$ cat src/rational_arithmetic_unit_defines.svh
// Assertion macros for the fraction unit
`ifndef RATIONAL_ARITHMETIC_UNIT_DEFINES_SVH
`define RATIONAL_ARITHMETIC_UNIT_DEFINES_SVH

// Implication checked on every edge out of reset
`define RAU_ASSERT_IMP(label, ante, cons, msg) \
	label: assert property (@(posedge clk) disable iff (!arst_n) (ante) |-> (cons)) \
		else $error(msg);

// Next-cycle implication
`define RAU_ASSERT_NXT(label, ante, cons, msg) \
	label: assert property (@(posedge clk) disable iff (!arst_n) (ante) |=> (cons)) \
		else $error(msg);

`endif

$ cat src/rau_pkg.sv
// Shared types and codes of the fraction unit
`timescale 1ns / 1ps
`default_nettype none
package rau_pkg;
	localparam logic [2:0] ACT_SIMPLIFY = 3'd0;
	localparam logic [2:0] ACT_ADD      = 3'd1;
	localparam logic [2:0] ACT_SUB      = 3'd2;
	localparam logic [2:0] ACT_MUL      = 3'd3;
	localparam logic [2:0] ACT_DIV      = 3'd4;

	localparam int RES_NUM_W = 32;
	localparam int RES_DEN_W = 31;

	// Datapath commands
	typedef enum logic [3:0] {
		CMD_NONE,
		CMD_LOAD,      // latch operands
		CMD_GCD_SA,    // gcd(|a_num|, a_den)
		CMD_GCD_DD,    // gcd(a_den, b_den)
		CMD_GCD_STEP,  // one subtract-shift step of remainder
		CMD_DIV_START, // start x / g
		CMD_DIV_STEP,
		CMD_MUL1,      // first products
		CMD_MUL2,      // second products / final
		CMD_FINISH
	} cmd_t;

	typedef struct packed {
		logic gcd_done;  // remainder chain finished (y == 0)
		logic div_done;
	} dp_status_t;
endpackage
`default_nettype wire

$ cat src/rau_ctrl.sv
// Controller: sequences load, GCD, quotient and multiply steps
`timescale 1ns / 1ps
`default_nettype none
module rau_ctrl (
	input  wire logic                clk,
	input  wire logic                arst_n,
	input  wire logic                start,
	input  wire logic [2:0]          action,
	input  wire rau_pkg::dp_status_t status,
	output rau_pkg::cmd_t            cmd,
	output logic                     busy,
	output logic                     done
);
	import rau_pkg::*;

	typedef enum logic [3:0] {
		ST_IDLE, ST_LOAD, ST_SETUP, ST_GCD, ST_DIVS, ST_DIV,
		ST_MUL1, ST_MUL2, ST_FIN, ST_OUT
	} state_t;

	state_t     state_q;
	logic [2:0] act_q;

	always_ff @(posedge clk or negedge arst_n) begin
		if (!arst_n) begin
			state_q <= ST_IDLE;
			act_q   <= '0;
			done    <= 1'b0;
		end else begin
			done <= 1'b0;
			case (state_q)
				ST_IDLE: if (start) begin
					act_q   <= action;
					state_q <= ST_LOAD;
				end
				ST_LOAD: begin
					if (act_q == ACT_SIMPLIFY || act_q == ACT_ADD || act_q == ACT_SUB)
						state_q <= ST_SETUP;
					else
						state_q <= ST_MUL1;
				end
				ST_SETUP: state_q <= ST_GCD;
				ST_GCD: if (status.gcd_done) begin
					state_q <= ST_DIVS;
				end
				ST_DIVS: state_q <= ST_DIV;
				ST_DIV: if (status.div_done) begin
					state_q <= (act_q == ACT_SIMPLIFY) ? ST_FIN : ST_MUL1;
				end
				ST_MUL1: state_q <= (act_q == ACT_ADD || act_q == ACT_SUB) ? ST_MUL2 : ST_FIN;
				ST_MUL2: state_q <= ST_FIN;
				ST_FIN: begin
					done    <= 1'b1;
					state_q <= ST_OUT;
				end
				ST_OUT: state_q <= ST_IDLE;
				default: state_q <= ST_IDLE;
			endcase
		end
	end

	// a zero divisor stops the chain at once; the result path covers it
	always_comb begin
		case (state_q)
			ST_IDLE:  cmd = start ? CMD_LOAD : CMD_NONE;
			ST_LOAD:  cmd = CMD_NONE;
			ST_SETUP: cmd = (act_q == ACT_SIMPLIFY) ? CMD_GCD_SA : CMD_GCD_DD;
			ST_GCD:   cmd = status.gcd_done ? CMD_NONE : CMD_GCD_STEP;
			ST_DIVS:  cmd = CMD_DIV_START;
			ST_DIV:   cmd = CMD_DIV_STEP;
			ST_MUL1:  cmd = CMD_MUL1;
			ST_MUL2:  cmd = CMD_MUL2;
			ST_FIN:   cmd = CMD_FINISH;
			default:  cmd = CMD_NONE;
		endcase
	end

	assign busy = (state_q != ST_IDLE);
endmodule
`default_nettype wire

$ cat config.mk
export PLATFORM = sky130hd
export DESIGN_NAME = rau_ctrl
export DESIGN_NICKNAME = d
export VERILOG_FILES = /design/src/rational_arithmetic_unit_defines.svh /design/src/rau_pkg.sv /design/src/rau_ctrl.sv
export SDC_FILE = /design/constraint.sdc
export NUM_CORES = 1
export LEC_CHECK = 0
export CELL_PAD_IN_SITES_DETAIL_PLACEMENT = 0
export CELL_PAD_IN_SITES_GLOBAL_PLACEMENT = 2
export CORE_MARGIN = 5
export CORE_UTILIZATION = 35
export CTS_CLUSTER_SIZE = 25
export DETAILED_ROUTE_END_ITERATION = 8
export DONT_BUFFER_PORTS = 1
export HOLD_SLACK_MARGIN = 0.03
export MAX_ROUTING_LAYER = met4
export PLACE_DENSITY_LB_ADDON = 0.1
export RECOVER_POWER = 50
export SYNTH_ARGS = -nofsm -noshare
export SYNTH_HDL_FRONTEND = slang
export SYNTH_SLANG_ARGS = --single-unit
$ cat constraint.sdc
create_clock -name clk -period 1.6 [get_ports clk]
set_clock_uncertainty 0.05 [all_clocks]
set_input_delay 0.08 -clock clk [delete_from_list [all_inputs] [get_ports clk]]
set_output_delay 0.08 -clock clk [all_outputs]
set_load 0.02 [all_outputs]
==> impl_metrics.tcl <==
set metrics [dict create \
    final_nets 97 \
    die_h_um 52.3 \
    ir_drop_uv 1010 \
    critPathMaxStageDelay_ps 390 \
    die_x_um 52.3 \
    drt-total-wl_mm 1.49 \
    grt_antenna_before_repair 0 \
    grt_usage 0.128 \
    p_int_uw 882 \
    synth_top_area_share 0.320 \
    power.density_nw_per_um2 1960 \
    clockBufferDepth 2 \
    clk_latency_ps 250 \
    cp_slowest_cell "or3_4" \
    combPwrFrac 0.603 \
    drc 0 \
    syn_nets 78 \
    place_congestion 0.820 \
    synth_ff_type "dfrtp_1" \
    arrival_ps 1460 \
    cts_made_buffers 3 \
    rsz0062_at_grt "yes" \
    max_clock_freq_ghz 0.628 \
    die_area_sq_um 2730 \
    cp.required_ps 1470 \
    maxSlewHeadroom 0.771 \
    grt_pass1_vias 553 \
    root_buffer "clkbuf_4" \
    async_flop_share 1.00 \
    drv_slew 0 \
    initial_core_util 0.366 \
    cap_viol_max_count 0 \
    critical_path_class "flip-flop to primary output" \
    clk_pin_slew_worst_paths_ps 60 \
    dp.cells 98 \
    hold_viol_final 0 \
    grt_max_degree 19 \
    fin_cells 112 \
    setup_viol 0 \
    core_sq_um 1710 \
    setup_tns_ps 0 \
    yosys_warnings 0 \
    grt_pass1_wl_mm 2.50 \
    diodes 0 \
    leakagePower_uw 0.000356 \
    path_delay_family "simple AND/OR/NAND/NOR gates" \
    pwr-share-clk 0.096 \
    drt_first_pass_iters 2 \
    synth_seq_cells 8 \
    netlist_instances 70 \
    status "finished clean" \
    synth_area_leaders "dfrtp_1, buf_6, mux2_1" \
    switching_power_uw 725 \
    final_core_util 0.479 \
    synth.avg_cell_area_sq_um 8.94 \
    num_rows 15 \
    yosys-top-cells-count "dfrtp_1, nor2_1" \
    num_vias 547 \
    htreeDepth 1 \
    tightest_slew_ps 343 \
    seqPwrFrac 0.301 \
    critPathLaunchType "flip-flop" \
    period_share 0.995 \
    p_sw_frac 0.451 \
    synthDistinctLibCells 34 \
    cts_tree "yes" \
    area_growth_syn_to_layout_pct 30.8 \
    wl_per_cell_um 13.3 \
    drive_above_1_share 0.333 \
    syn-cell-area_sq_um 626 \
    final.min_clock_period_ps 1590 \
    overflow 0 \
    via_per_inst 4.88 \
    drtIter0Drc 7 \
    synth_edf_count 0 \
    end_kind "primary output" \
    ys_seq_area_frac 0.320 \
    dpl.hpwl_mm 1.05 \
    hold_class "input pin to asynchronous set/reset pin" \
    path_cells "or3_4, a21oi_2, o22a_1, nor2_1, buf_4" \
    ant_nets 0 \
    clock_sink_count 8 \
    yosysTopAreaCell "dfrtp_1" \
    critPathMaxFanout 2 \
    crit_buf_inv 1 \
    numPortBuffers 0 \
    num_io_pins 14 \
]
-- layer usage --
layer	track usage	vias to the layer above	wire length, um
li1	-	289	-
met1	0.154	250	720
met2	0.201	6	713
met3	0.0456	2	43
met4	0.0383	0	12
met5	-	-	0
-- power by group through the flow --
stage / logic, uW / clock network, uW / registers [uW]
final: 969 / 155 / 483
after global routing: 1070 / 176 / 503
after CTS: 925 / 166 / 474
after detailed placement: 828 / 0 / 479
after global placement: 839 / 0 / 481
after floorplan: 761 / 0 / 380
-- layout make-up --
cell class / count / area (sq um)
Sequential cell: 8 / 208
Timing Repair Buffer: 19 / 165
Inverter: 1 / 3.75
Multi-Input combinational cell: 56 / 388
Tap cell: 25 / 31.3
Clock buffer: 3 / 22.5
Fill cell: 176 / 890
-- worst register-to-register path, cell delays in order (launching register included) --
cell            delay, ps
dfrtp_2               440
dlymetal6s2s_1        190
buf_4                 150
nor2_4                 80
nand3_2               120
mux2_1                320
-- what timing repair did --
action	CTS	global route
hold buffers	7	0
setup buffers	2	2
hold endpoints to repair	13	0
gates resized for setup	7	2
pin swaps	2	0
endpoints found under the setup margin	4	3
-- flip-flops by register name, indices dropped and copies added, names as in the netlist --
name and cells:
act_q 3, done 1, state_q 4
-- cell families after synthesis --
logic type	Yosys count	share of synthesized area
simple gates	30	0.286
flops	8	0.320
buf+inv	6	0.0900
compound gates	19	0.182
mux	7	0.122
-- metrics by stage --
stage	hold WS [ps]	total power [uW]	area (sq um)	setup slack, ps
floorplan	-266	1140	626	206
global placement	-265	1320	664	100
detailed placement	-265	1310	664	106
CTS	115	1560	790	-10.8
global route	138	1750	818	-66.9
finish	113	1610	818	8.59
-- cells in the final DEF, fill, tap and decap left out, types with 2 or more instances in the layout --
master         instances
and2_1                 2
mux2i_1                2
o21ai_1                4
clkbuf_4               3
nor3_1                 3
nor2_1                 8
mux2_1                 3
a21oi_1                3
dfrtp_2                3
dlygate4sd3_1          7
nand2_1                3
mux2_2                 2
buf_4                 11
dfrtp_1                4
o21ai_0                4
-- path summary, 6_finish.rpt --
path / to / cells after the start / slack, ps / startpoint
worst max-delay path: cmd[0] / 5 / 9 / act_q[0]
worst min-delay path: state_q[1] / 1 / 110 / arst_n
worst max register to register: act_q[1] / 5 / 110 / state_q[2]
worst min register to register: state_q[1] / 1 / 500 / state_q[3]
max in group asynchronous: state_q[1] / 1 / 1110 / arst_n
min in group clk: state_q[2] / 4 / 140 / start
Power figures use the tool's default switching activity.
